===== config.mk =====
export PLATFORM = sky130hd
export DESIGN_NAME = sha1_hash_engine
export DESIGN_NICKNAME = d
export VERILOG_FILES = /design/src/hdl/sha1he_pkg.sv /design/src/hdl/sha1he_blk_mem.sv /design/src/hdl/sha1he_hash_mem.sv /design/src/hdl/sha1he_round_core.sv /design/src/hdl/sha1_hash_engine.sv
export SDC_FILE = /design/constraint.sdc
export NUM_CORES = 2
export LEC_CHECK = 0
export ABC_CLOCK_PERIOD_IN_PS = 22500
export CAP_MARGIN = 20
export CORE_ASPECT_RATIO = 1.75
export CORE_MARGIN = 10
export CORE_UTILIZATION = 40
export DETAILED_ROUTE_END_ITERATION = 8
export DONT_BUFFER_PORTS = 1
export PLACE_DENSITY = 0.58
export REMOVE_ABC_BUFFERS = 1
export SLEW_MARGIN = 10
export SYNTH_ARGS = -nofsm -noshare
export SYNTH_HDL_FRONTEND = slang
export SYNTH_SLANG_ARGS = --single-unit

===== constraint.sdc =====
create_clock -name clk_i -period 22.5 [get_ports clk_i]
set_input_delay 5.625 -clock clk_i [delete_from_list [all_inputs] [get_ports clk_i]]
set_output_delay 5.625 -clock clk_i [all_outputs]
set_load 0.005 [all_outputs]

===== src/hdl/sha1he_pkg.sv =====
`timescale 1ns / 1ps
`default_nettype none
// ----------------------------------------------------------------------------
// SHA-1 engine package
// Shared widths, round constants, round functions and the control bundles
// that pass between the sequencer, the hash store and the round core.
// ----------------------------------------------------------------------------
package sha1he_pkg;

  localparam int unsigned WordW     = 32;
  localparam int unsigned HashWords = 5;
  localparam int unsigned HashAw    = 3;
  localparam int unsigned BlkWords  = 16;
  localparam int unsigned BlkAw     = 4;
  localparam int unsigned RoundW    = 7;
  localparam int unsigned PosW      = 6;
  localparam int unsigned CountW    = 64;

  localparam logic [WordW-1:0] K0 = 32'h5A827999;
  localparam logic [WordW-1:0] K1 = 32'h6ED9EBA1;
  localparam logic [WordW-1:0] K2 = 32'h8F1BBCDC;
  localparam logic [WordW-1:0] K3 = 32'hCA62C1D6;

  // Control of the round core for one cycle.
  typedef struct packed {
    logic              load;   // shift a hash word in at e
    logic              step;   // run one compression round
    logic              drain;  // shift the working variables towards a
    logic [RoundW-1:0] t;      // round number
  } rc_ctrl_t;

  // Access to the hash word store for one cycle.
  typedef struct packed {
    logic              rd_en;
    logic [HashAw-1:0] rd_addr;
    logic              wr_en;
    logic [HashAw-1:0] wr_addr;
    logic [WordW-1:0]  wr_data;
    logic              clr_en;
    logic [HashAw-1:0] clr_addr;
  } hash_req_t;

  function automatic logic [WordW-1:0] init_hash(input logic [HashAw-1:0] idx);
    logic [WordW-1:0] v;
    unique case (idx)
      3'd0:    v = 32'h67452301;
      3'd1:    v = 32'hEFCDAB89;
      3'd2:    v = 32'h98BADCFE;
      3'd3:    v = 32'h10325476;
      3'd4:    v = 32'hC3D2E1F0;
      default: v = '0;
    endcase
    return v;
  endfunction

  function automatic logic [WordW-1:0] rotl1(input logic [WordW-1:0] v);
    return {v[WordW-2:0], v[WordW-1]};
  endfunction

  function automatic logic [WordW-1:0] rotl5(input logic [WordW-1:0] v);
    return {v[WordW-6:0], v[WordW-1:WordW-5]};
  endfunction

  function automatic logic [WordW-1:0] rotl30(input logic [WordW-1:0] v);
    return {v[1:0], v[WordW-1:2]};
  endfunction

  function automatic logic [WordW-1:0] round_k(input logic [RoundW-1:0] t);
    logic [WordW-1:0] k;
    if (t < 7'd20) begin
      k = K0;
    end else if (t < 7'd40) begin
      k = K1;
    end else if (t < 7'd60) begin
      k = K2;
    end else begin
      k = K3;
    end
    return k;
  endfunction

  function automatic logic [WordW-1:0] round_f(input logic [RoundW-1:0] t,
                                               input logic [WordW-1:0]  b,
                                               input logic [WordW-1:0]  c,
                                               input logic [WordW-1:0]  d);
    logic [WordW-1:0] f;
    if (t < 7'd20) begin
      f = (b & c) | (~b & d);
    end else if (t >= 7'd40 && t < 7'd60) begin
      f = (b & c) | (b & d) | (c & d);
    end else begin
      f = b ^ c ^ d;
    end
    return f;
  endfunction

endpackage
`default_nettype wire


===== src/hdl/sha1he_blk_mem.sv =====
`timescale 1ns / 1ps
`default_nettype none
// ----------------------------------------------------------------------------
// SHA-1 block store
// Sixteen-word message block memory, one write and one registered read port.
// ----------------------------------------------------------------------------
module sha1he_blk_mem (
  input  wire logic                                  clk_i,
  input  wire logic                                  we_i,
  input  wire logic [sha1he_pkg::BlkAw-1:0]          waddr_i,
  input  wire logic [sha1he_pkg::WordW-1:0]          wdata_i,
  input  wire logic [sha1he_pkg::BlkAw-1:0]          raddr_i,
  output      logic [sha1he_pkg::WordW-1:0]          rdata_o
);
  import sha1he_pkg::*;

  logic [WordW-1:0] mem_q [BlkWords];
  logic [WordW-1:0] rdata_q;

  always_ff @(posedge clk_i) begin
    if (we_i) begin
      mem_q[waddr_i] <= wdata_i;
    end
    rdata_q <= mem_q[raddr_i];
  end

  assign rdata_o = rdata_q;

endmodule
`default_nettype wire


===== src/hdl/sha1he_hash_mem.sv =====
`timescale 1ns / 1ps
`default_nettype none
// ----------------------------------------------------------------------------
// SHA-1 hash word store
// Five-word memory with a valid bit per entry; an entry that is not valid
// reads as its initial hash value, so reset and digest emission need no fill.
// ----------------------------------------------------------------------------
module sha1he_hash_mem (
  input  wire logic                         clk_i,
  input  wire logic                         rst_ni,
  input  wire sha1he_pkg::hash_req_t        req_i,
  output      logic [sha1he_pkg::WordW-1:0] rdata_o
);
  import sha1he_pkg::*;

  logic [WordW-1:0]     mem_q [HashWords];
  logic [HashWords-1:0] valid_q;
  logic [WordW-1:0]     rd_data_q;
  logic                 rd_valid_q;
  logic [HashAw-1:0]    rd_addr_q;

  always_ff @(posedge clk_i) begin
    if (req_i.wr_en) begin
      mem_q[req_i.wr_addr] <= req_i.wr_data;
    end
    if (req_i.rd_en) begin
      rd_data_q  <= mem_q[req_i.rd_addr];
      rd_valid_q <= valid_q[req_i.rd_addr];
      rd_addr_q  <= req_i.rd_addr;
    end
  end

  always_ff @(posedge clk_i or negedge rst_ni) begin
    if (!rst_ni) begin
      valid_q <= '0;
    end else begin
      if (req_i.wr_en) begin
        valid_q[req_i.wr_addr] <= 1'b1;
      end
      if (req_i.clr_en) begin
        valid_q[req_i.clr_addr] <= 1'b0;
      end
    end
  end

  assign rdata_o = rd_valid_q ? rd_data_q : init_hash(rd_addr_q);

endmodule
`default_nettype wire


===== src/hdl/sha1he_round_core.sv =====
`timescale 1ns / 1ps
`default_nettype none
// ----------------------------------------------------------------------------
// SHA-1 round core
// Working variables a to e and the sixteen-word message schedule window.
// One compression round per cycle.
// ----------------------------------------------------------------------------
module sha1he_round_core (
  input  wire logic                         clk_i,
  input  wire sha1he_pkg::rc_ctrl_t         ctrl_i,
  input  wire logic [sha1he_pkg::WordW-1:0] hash_i,
  input  wire logic [sha1he_pkg::WordW-1:0] blk_i,
  output      logic [sha1he_pkg::WordW-1:0] a_o
);
  import sha1he_pkg::*;

  logic [WordW-1:0] v_q [HashWords];
  logic [WordW-1:0] w_q [BlkWords];
  logic [WordW-1:0] wt;
  logic [WordW-1:0] nxt;

  // The window holds W[t-16] at the bottom and W[t-1] at the top.
  assign wt  = (ctrl_i.t < 7'd16) ? blk_i : rotl1(w_q[13] ^ w_q[8] ^ w_q[2] ^ w_q[0]);
  assign nxt = rotl5(v_q[0]) + round_f(ctrl_i.t, v_q[1], v_q[2], v_q[3])
             + v_q[4] + wt + round_k(ctrl_i.t);

  always_ff @(posedge clk_i) begin
    if (ctrl_i.load) begin
      for (int i = 0; i < HashWords - 1; i++) begin
        v_q[i] <= v_q[i+1];
      end
      v_q[HashWords-1] <= hash_i;
    end else if (ctrl_i.step) begin
      v_q[4] <= v_q[3];
      v_q[3] <= v_q[2];
      v_q[2] <= rotl30(v_q[1]);
      v_q[1] <= v_q[0];
      v_q[0] <= nxt;
      for (int i = 0; i < BlkWords - 1; i++) begin
        w_q[i] <= w_q[i+1];
      end
      w_q[BlkWords-1] <= wt;
    end else if (ctrl_i.drain) begin
      for (int i = 0; i < HashWords - 1; i++) begin
        v_q[i] <= v_q[i+1];
      end
    end
  end

  assign a_o = v_q[0];

endmodule
`default_nettype wire


===== src/hdl/sha1_hash_engine.sv =====
`timescale 1ns / 1ps
`default_nettype none
// ----------------------------------------------------------------------------
// SHA-1 hash engine
// Hashes a byte stream and returns the 160-bit digest as five words.
// ----------------------------------------------------------------------------
// Input channel: one transfer per item, carrying an optional message byte
// and an end-of-message mark. The 64th byte of a block adds a compression
// (loading the hash words, 80 rounds in the single round core, then
// write-back through the hash store port); no item is taken meanwhile.
// The item with the end mark pads the block byte by byte (one byte a cycle
// while no compression runs, at most 72 pad bytes and up to two
// compressions), then returns the digest on the output channel as five
// transfers, word 0 first, each word read from the hash store, registered
// and held until taken. No new input item is taken until the fifth word
// has gone. A stall on the output holds the current word and the engine
// waits. After reset the hash words read as the initial values, the bit
// count and fill position are zero and the engine is ready for a new
// message; the same holds after every digest.
// ----------------------------------------------------------------------------
module sha1_hash_engine (
  input  wire logic                         clk_i,
  input  wire logic                         rst_ni,
  input  wire logic                         in_valid_i,
  output      logic                         in_stall_o,
  input  wire logic [7:0]                   data_byte_i,
  input  wire logic                         byte_present_i,
  input  wire logic                         is_last_i,
  output      logic                         out_valid_o,
  input  wire logic                         out_stall_i,
  output      logic [sha1he_pkg::WordW-1:0] digest_word_o,
  output      logic [2:0]                   word_index_o,
  output      logic                         last_word_o
);
  import sha1he_pkg::*;

  localparam logic [3:0] S_IDLE  = 4'd0;
  localparam logic [3:0] S_LDH   = 4'd1;
  localparam logic [3:0] S_RND   = 4'd2;
  localparam logic [3:0] S_UPD   = 4'd3;
  localparam logic [3:0] S_PMARK = 4'd4;
  localparam logic [3:0] S_PZERO = 4'd5;
  localparam logic [3:0] S_PLEN  = 4'd6;
  localparam logic [3:0] S_ERD   = 4'd7;
  localparam logic [3:0] S_ELD   = 4'd8;
  localparam logic [3:0] S_EWT   = 4'd9;

  localparam logic [RoundW-1:0] LastRound = 7'd79;
  localparam logic [RoundW-1:0] LastHash  = 7'd4;
  localparam logic [RoundW-1:0] HashEnd   = 7'd5;
  localparam logic [PosW-1:0]   LenPos    = 6'd56;
  localparam logic [PosW-1:0]   LastPos   = 6'd63;
  localparam logic [7:0]        PadMark   = 8'h80;

  logic [3:0]        state_q, state_d, ret_q, ret_d, nominal;
  logic [RoundW-1:0] cnt_q, cnt_d;
  logic [PosW-1:0]   pos_q, pos_d;
  logic [CountW-1:0] bit_count_q, bit_count_d;
  logic [2:0]        len_q, len_d;
  logic [WordW-1:0]  acc_q, acc_d;
  logic              out_valid_q, out_valid_d;
  logic [WordW-1:0]  out_word_q, out_word_d;
  logic [2:0]        out_idx_q, out_idx_d;

  logic              put_en;
  logic [7:0]        put_byte;
  logic [WordW-1:0]  word_new;
  logic [BlkAw-1:0]  blk_raddr;
  logic [WordW-1:0]  blk_rdata;
  logic [WordW-1:0]  hash_rdata;
  logic [WordW-1:0]  a_var;
  hash_req_t         hreq;
  rc_ctrl_t          rc;

  // Big-endian packing of the byte into the word being filled.
  always_comb begin
    unique case (pos_q[1:0])
      2'd0: word_new = {put_byte, 24'h000000};
      2'd1: word_new = acc_q | {8'h00, put_byte, 16'h0000};
      2'd2: word_new = acc_q | {16'h0000, put_byte, 8'h00};
      2'd3: word_new = acc_q | {24'h000000, put_byte};
      default: word_new = '0;
    endcase
  end

  always_comb begin
    nominal     = state_q;
    ret_d       = ret_q;
    cnt_d       = cnt_q;
    pos_d       = pos_q;
    bit_count_d = bit_count_q;
    len_d       = len_q;
    acc_d       = acc_q;
    out_valid_d = out_valid_q;
    out_word_d  = out_word_q;
    out_idx_d   = out_idx_q;
    put_en      = 1'b0;
    put_byte    = 8'h00;
    blk_raddr   = '0;
    hreq        = '0;
    rc          = '0;
    rc.t        = cnt_q;

    unique case (state_q)
      S_IDLE: begin
        if (in_valid_i) begin
          if (byte_present_i) begin
            put_en      = 1'b1;
            put_byte    = data_byte_i;
            bit_count_d = bit_count_q + 64'd8;
          end
          nominal = is_last_i ? S_PMARK : S_IDLE;
        end
      end
      S_PMARK: begin
        put_en   = 1'b1;
        put_byte = PadMark;
        nominal  = S_PZERO;
      end
      S_PZERO: begin
        if (pos_q == LenPos) begin
          nominal = S_PLEN;
        end else begin
          put_en = 1'b1;
        end
      end
      S_PLEN: begin
        // The bit count shifts out its top byte, so it is zero afterwards.
        put_en      = 1'b1;
        put_byte    = bit_count_q[63:56];
        bit_count_d = {bit_count_q[55:0], 8'h00};
        len_d       = len_q + 3'd1;
        nominal     = (len_q == 3'd7) ? S_ERD : S_PLEN;
      end
      S_LDH: begin
        hreq.rd_en   = (cnt_q < HashEnd);
        hreq.rd_addr = cnt_q[2:0];
        rc.load      = (cnt_q != '0);
        if (cnt_q == HashEnd) begin
          nominal = S_RND;
          cnt_d   = '0;
        end else begin
          cnt_d = cnt_q + 7'd1;
        end
      end
      S_RND: begin
        rc.step   = 1'b1;
        blk_raddr = cnt_q[3:0] + 4'd1;
        if (cnt_q == LastRound) begin
          nominal = S_UPD;
          cnt_d   = '0;
        end else begin
          cnt_d = cnt_q + 7'd1;
        end
      end
      S_UPD: begin
        // Read word k while word k-1 is written back with its sum.
        hreq.rd_en   = (cnt_q < HashEnd);
        hreq.rd_addr = cnt_q[2:0];
        hreq.wr_en   = (cnt_q != '0);
        hreq.wr_addr = cnt_q[2:0] - 3'd1;
        hreq.wr_data = hash_rdata + a_var;
        rc.drain     = (cnt_q != '0);
        if (cnt_q == HashEnd) begin
          nominal = ret_q;
          cnt_d   = '0;
        end else begin
          cnt_d = cnt_q + 7'd1;
        end
      end
      S_ERD: begin
        hreq.rd_en   = 1'b1;
        hreq.rd_addr = cnt_q[2:0];
        nominal      = S_ELD;
      end
      S_ELD: begin
        out_word_d    = hash_rdata;
        out_idx_d     = cnt_q[2:0];
        out_valid_d   = 1'b1;
        hreq.clr_en   = 1'b1;
        hreq.clr_addr = cnt_q[2:0];
        nominal       = S_EWT;
      end
      S_EWT: begin
        if (!out_stall_i) begin
          out_valid_d = 1'b0;
          if (cnt_q == LastHash) begin
            nominal = S_IDLE;
            cnt_d   = '0;
          end else begin
            nominal = S_ERD;
            cnt_d   = cnt_q + 7'd1;
          end
        end
      end
      default: begin
        nominal = S_IDLE;
      end
    endcase

    state_d = nominal;
    if (put_en) begin
      pos_d = pos_q + 6'd1;
      acc_d = word_new;
      // A full block goes to compression and comes back to the next step.
      if (pos_q == LastPos) begin
        state_d = S_LDH;
        ret_d   = nominal;
        cnt_d   = '0;
      end
    end
  end

  always_ff @(posedge clk_i or negedge rst_ni) begin
    if (!rst_ni) begin
      state_q     <= S_IDLE;
      ret_q       <= S_IDLE;
      cnt_q       <= '0;
      pos_q       <= '0;
      bit_count_q <= '0;
      len_q       <= '0;
      out_valid_q <= 1'b0;
    end else begin
      state_q     <= state_d;
      ret_q       <= ret_d;
      cnt_q       <= cnt_d;
      pos_q       <= pos_d;
      bit_count_q <= bit_count_d;
      len_q       <= len_d;
      out_valid_q <= out_valid_d;
    end
  end

  always_ff @(posedge clk_i) begin
    acc_q      <= acc_d;
    out_word_q <= out_word_d;
    out_idx_q  <= out_idx_d;
  end

  sha1he_blk_mem u_blk_mem (
    .clk_i   (clk_i),
    .we_i    (put_en),
    .waddr_i (pos_q[5:2]),
    .wdata_i (word_new),
    .raddr_i (blk_raddr),
    .rdata_o (blk_rdata)
  );

  sha1he_hash_mem u_hash_mem (
    .clk_i   (clk_i),
    .rst_ni  (rst_ni),
    .req_i   (hreq),
    .rdata_o (hash_rdata)
  );

  sha1he_round_core u_round_core (
    .clk_i  (clk_i),
    .ctrl_i (rc),
    .hash_i (hash_rdata),
    .blk_i  (blk_rdata),
    .a_o    (a_var)
  );

  assign in_stall_o    = (state_q != S_IDLE);
  assign out_valid_o   = out_valid_q;
  assign digest_word_o = out_word_q;
  assign word_index_o  = out_idx_q;
  assign last_word_o   = (out_idx_q == 3'd4);

  // A digest word is only presented while the emitter waits for its transfer.
  a_out_in_wait: assert property (@(posedge clk_i) disable iff (!rst_ni)
    out_valid_o |-> (state_q == S_EWT))
    else $error("digest word presented outside the output wait state");

  // Compression always starts on a complete block.
  a_cmp_full_block: assert property (@(posedge clk_i) disable iff (!rst_ni)
    (state_q == S_LDH && cnt_q == '0) |-> (pos_q == '0))
    else $error("compression started on a partly filled block");

  // The eighth length byte completes the final block.
  a_len_fills: assert property (@(posedge clk_i) disable iff (!rst_ni)
    (state_q == S_PLEN && len_q == 3'd7) |=> (state_q == S_LDH && ret_q == S_ERD))
    else $error("final length byte did not start the last compression");

  // By the time the digest is read out, the length has been fully shifted out.
  a_count_clear: assert property (@(posedge clk_i) disable iff (!rst_ni)
    (state_q == S_ERD) |-> (bit_count_q == '0 && pos_q == '0))
    else $error("bit count or fill position not cleared before digest output");

  // Word indices stay within the digest.
  a_idx_range: assert property (@(posedge clk_i) disable iff (!rst_ni)
    out_valid_o |-> (word_index_o <= 3'd4))
    else $error("digest word index out of range");

endmodule
`default_nettype wire

==> results.yml <==
critical_path:
  worst-path-stages: 7
  ff2ff_path_depth: 19
  r2r_start: "cnt_q[2]$_DFF_PN0_"
  crit_path_top_delay_cell: "inv_2"
  path_max_fanout: 39
  rr_endpoint: "u_round_core.v_q[0][31]$_DFFE_PP_"
  reg2reg_slack_ns: 14.67
  cp_num_buf_inv: 3
  crit_end: "u_blk_mem.mem_q[3][24]$_DFFE_PP_"
  crit_arrival_ns: 8.59
  timing.critical_path.cells: "and4_1 > buf_4 > a21oi_1 > inv_2 > nand3_1 > nor3_2 > buf_4"
  critPathCaptureType: "register"
  critPathKind: "in -> reg"
  start_kind: "primary input"
  cpPeakStageDelay_ns: 0.67
  worstSetupStartpoint: "byte_present_i"
  crit_required_ns: 22.91
  cp_common_cell: "buf_4"
  cp_top_family: "buffers and inverters"
final_layout:
  utilization: 0.4502
  syn2layout_area_growth_pct: 11.66
  drive_gt1_frac: 0.1069
  design_area_um2: 74230
  num-nets-final: 4786
sta:
  fin_crit_sh: 0.3633
  finalSetupTns_ns: 0
  setup_viol: 0
  finalWorstPathRequiredPeriod_ns: 8.174
  tightest_slew_ns: 1.215
  slew_headroom: 0.1869
  finalMaxSlewViolations: 0
  fmax_mhz: 122.3
  final_hold_viol_count: 0
  rsz0062_at_grt: "no"
  fin_skew_ns: 0.02858
  fin_hold_ws_ns: 0.4039
pwr:
  powerDensity_nw_per_um2: 143.5
  p_sw_mw: 3.967
  swShare: 0.3723
  pwr-share-clk: 0.238
  p_comb_frac: 0.375
  p_seq_frac: 0.387
  peakVddDrop_v: 0.0001180
  p_leak_nw: 25.60
  p_int_mw: 6.688
floorplanning:
  row_count: 197
  die_x_um: 328.2
  core_um2: 164900
  dieHeight_um: 559.3
  ioPinCount: 52
  dieArea_um2: 183600
  initial_core_util: 0.4032
logic_synthesis:
  synth_ff_type: "edfxtp_1"
  ys_seq_area_frac: 0.6975
  synthArstFlopShare: 0.05796
  synthesis.area_um2: 66480
  synth_edf_count: 1447
  ys_types: 66
  synth_warnings: 0
  synth_cells: 4519
  ys_ff_latch: 1570
  syn_area_per_cell_um2: 14.71
cts:
  clockBufferDepth: 3
  clock_sinks: 1570
  hold_buffers: 0
  htreeDepth: 4
  cts-root-buf: "clkbuf_16"
  cts_setup_buffers: 0
  cts.repair.resized: 0
  clk_latency_ns: 0.80
  cts_tree: "built"
  clk_pin_slew_ns: 0.07
  cts_made_buffers: 146
outcome:
  outcome: "complete, no violations"
routing:
  vias: 36780
  drc: 0
  wl_per_cell_um: 23.42
  dr.first_iter.drc_count: 3044
  route.antenna.remaining_nets: 0
  wirelength_mm: 160.6
  via_per_inst: 5.363
  dr.pass1.iters: 8
flow_run:
  maxCapViolations: 0
min_path:
  holdPathStages: 0
  hold_path_class: "reg -> reg"
global_routing:
  grt_pass1_vias: 37320
  antenna_found_initial: 5
  grt_pass1_wl_mm: 240.5
  track_usage: 0.1729
  grt_overflow: 0
  grt_max_degree: 118
place:
  place.gp.congestion: 0.8326
  dp_hpwl_mm: 100.6
  placedInstanceArea_um2: 69310
  io_buffers: 0
-- stage by stage --
stage	total power, mW	std cells	setup slack (ns)
final	10.65	6858	14.33
after global routing	11.32	6858	14.20
after CTS	10.74	6851	14.39
after detailed placement	8.181	6580	13.52
after global placement	8.118	6577	13.55
after floorplan	6.858	4301	0.3616
-- power by group through the flow --
stage | Clock, mW | Combinational (mW) | Sequential [mW]
after floorplan | 0 | 2.71 | 4.15
after global placement | 0 | 3.94 | 4.17
after detailed placement | 0 | 4.00 | 4.18
after CTS | 2.60 | 4.02 | 4.13
after global routing | 2.71 | 4.44 | 4.17
final | 2.54 | 3.99 | 4.12
-- cells in the mapped netlist, types with 32 or more instances --
library cell | count | area (um^2)
xor2_1 | 71 | 621.9
mux4_2 | 94 | 2117
inv_1 | 184 | 690.7
o22ai_1 | 33 | 206.5
a21oi_1 | 81 | 405.4
o21ai_0 | 322 | 1612
nor3_1 | 46 | 230.2
ha_1 | 107 | 1339
a31oi_1 | 63 | 394.1
edfxtp_1 | 1447 | 43450
or3_1 | 131 | 819.5
o211ai_1 | 68 | 510.5
mux2_2 | 35 | 394.1
nor2b_1 | 38 | 237.7
dfrtp_1 | 91 | 2277
xnor2_1 | 153 | 1340
and3_1 | 51 | 319.1
nor2_1 | 219 | 822.0
a211oi_1 | 46 | 345.3
a21o_1 | 57 | 427.9
mux2i_1 | 37 | 370.4
fa_1 | 120 | 2402
dfxtp_1 | 32 | 640.6
clkbuf_1 | 174 | 653.1
nand2_1 | 544 | 2042
nand3_1 | 58 | 290.3
-- worst min path at each step --
stage	from	to	slack, ns
6_report	u_round_core.w_q[0][169]$_DFFE_PP_	u_round_core.w_q[0][137]$_DFFE_PP_	0.40
5_1_grt	u_round_core.w_q[0][169]$_DFFE_PP_	u_round_core.w_q[0][137]$_DFFE_PP_	0.41
4_1_cts	u_round_core.w_q[0][169]$_DFFE_PP_	u_round_core.w_q[0][137]$_DFFE_PP_	0.40
3_5_place_dp	u_round_core.w_q[0][158]$_DFFE_PP_	u_round_core.w_q[0][126]$_DFFE_PP_	0.40
3_3_place_gp	u_round_core.w_q[1][37]$_DFFE_PP_	u_round_core.w_q[1][5]$_DFFE_PP_	0.40
2_1_floorplan	u_round_core.w_q[0][32]$_DFFE_PP_	u_round_core.w_q[0][0]$_DFFE_PP_	0.40
-- metal layers --
| layer | GRT usage | up-vias | wire (um) |
|---|---|---|---|
| met1 | 0.1990 | 18910 | 61210 |
| met4 | 0.07190 | 4 | 6293 |
| met3 | 0.02318 | 306 | 5872 |
| met5 | 0 | - | 34 |
| met2 | 0.3177 | 808 | 87200 |
| li1 | - | 16760 | - |
-- cell usage in the layout (no fill, tap or decap), drive strengths merged, types with 16 or more instances in the layout --
cell    synthesis  final
o22ai          33     33
or3           131    131
xor2           71     71
clkbuf        174    190
dfrtp          91     91
buf            44     96
mux2i          37     37
o211ai         68     68
a21oi          81     81
nor3           47     47
mux4           94     94
a21o           57     57
a211oi         46     46
edfxtp       1447   1447
inv           187    196
nand3          59     59
nor2          221    221
and3           51     51
nand2         544    544
o21ai         326    326
nand4          16     16
clkinv          0     53
ha            107    107
nor2b          38     38
o31ai          21     21
a31oi          63     63
nand2b         18     18
dfxtp          32     32
mux2           35     35
xnor2         153    153
fa            120    120
-- worst register-to-register path, cell delays in order (launching register included) --
cell and delay, ns:
dfrtp_2 0.81, and3_1 0.44, nor3_2 0.07, buf_4 0.29
inv_2 0.46, buf_4 0.44, nand2_1 0.33, fa_1 0.63
fa_1 0.46, fa_1 0.49, ha_1 0.36, nor2b_1 0.16
o31a_1 0.29, o31ai_1 0.72, o211ai_1 0.39, a31oi_1 0.50
o31ai_1 0.18, a21oi_1 0.30, xnor2_1 0.16, o21ai_1 0.07
-- state kept, by name, summed over array words and instances, names as in the netlist, 6 cells and up --
name                  cells
u_round_core.v_q        160
pos_q                     6
u_blk_mem.rdata_o        32
acc_q                    32
cnt_q                     7
u_hash_mem.mem_q        160
u_hash_mem.rd_data_q     32
u_round_core.w_q        512
u_blk_mem.mem_q         512
digest_word_o            32
bit_count_q              61
-- kinds of logic (layout without fill, tap and decap cells) --
kind of cell | after synthesis | after routing | synth area share
flip-flops | 1570 | 1570 | 0.6975
buffers and inverters | 405 | 554 | 0.02347
other | 0 | 1 | 0
multiplexers | 166 | 166 | 0.04334
XOR/XNOR | 224 | 224 | 0.02951
AO/OA/AOI/OAI | 755 | 755 | 0.06890
AND/OR/NAND/NOR | 1172 | 1172 | 0.08102
adder cells (fa/ha/maj) | 227 | 227 | 0.05627
-- area by class of cell --
type	count	area (um^2)
Fill cell	14330	90670
Sequential cell	1570	46380
Multi-Input combinational cell	2544	18800
Clock buffer	190	3901
Tap cell	2189	2739
Clock inverter	81	970.9
Timing Repair Buffer	96	730.7
Inverter	187	710.7
Antenna cell	1	2.502
(Power assumes the default switching activity.)
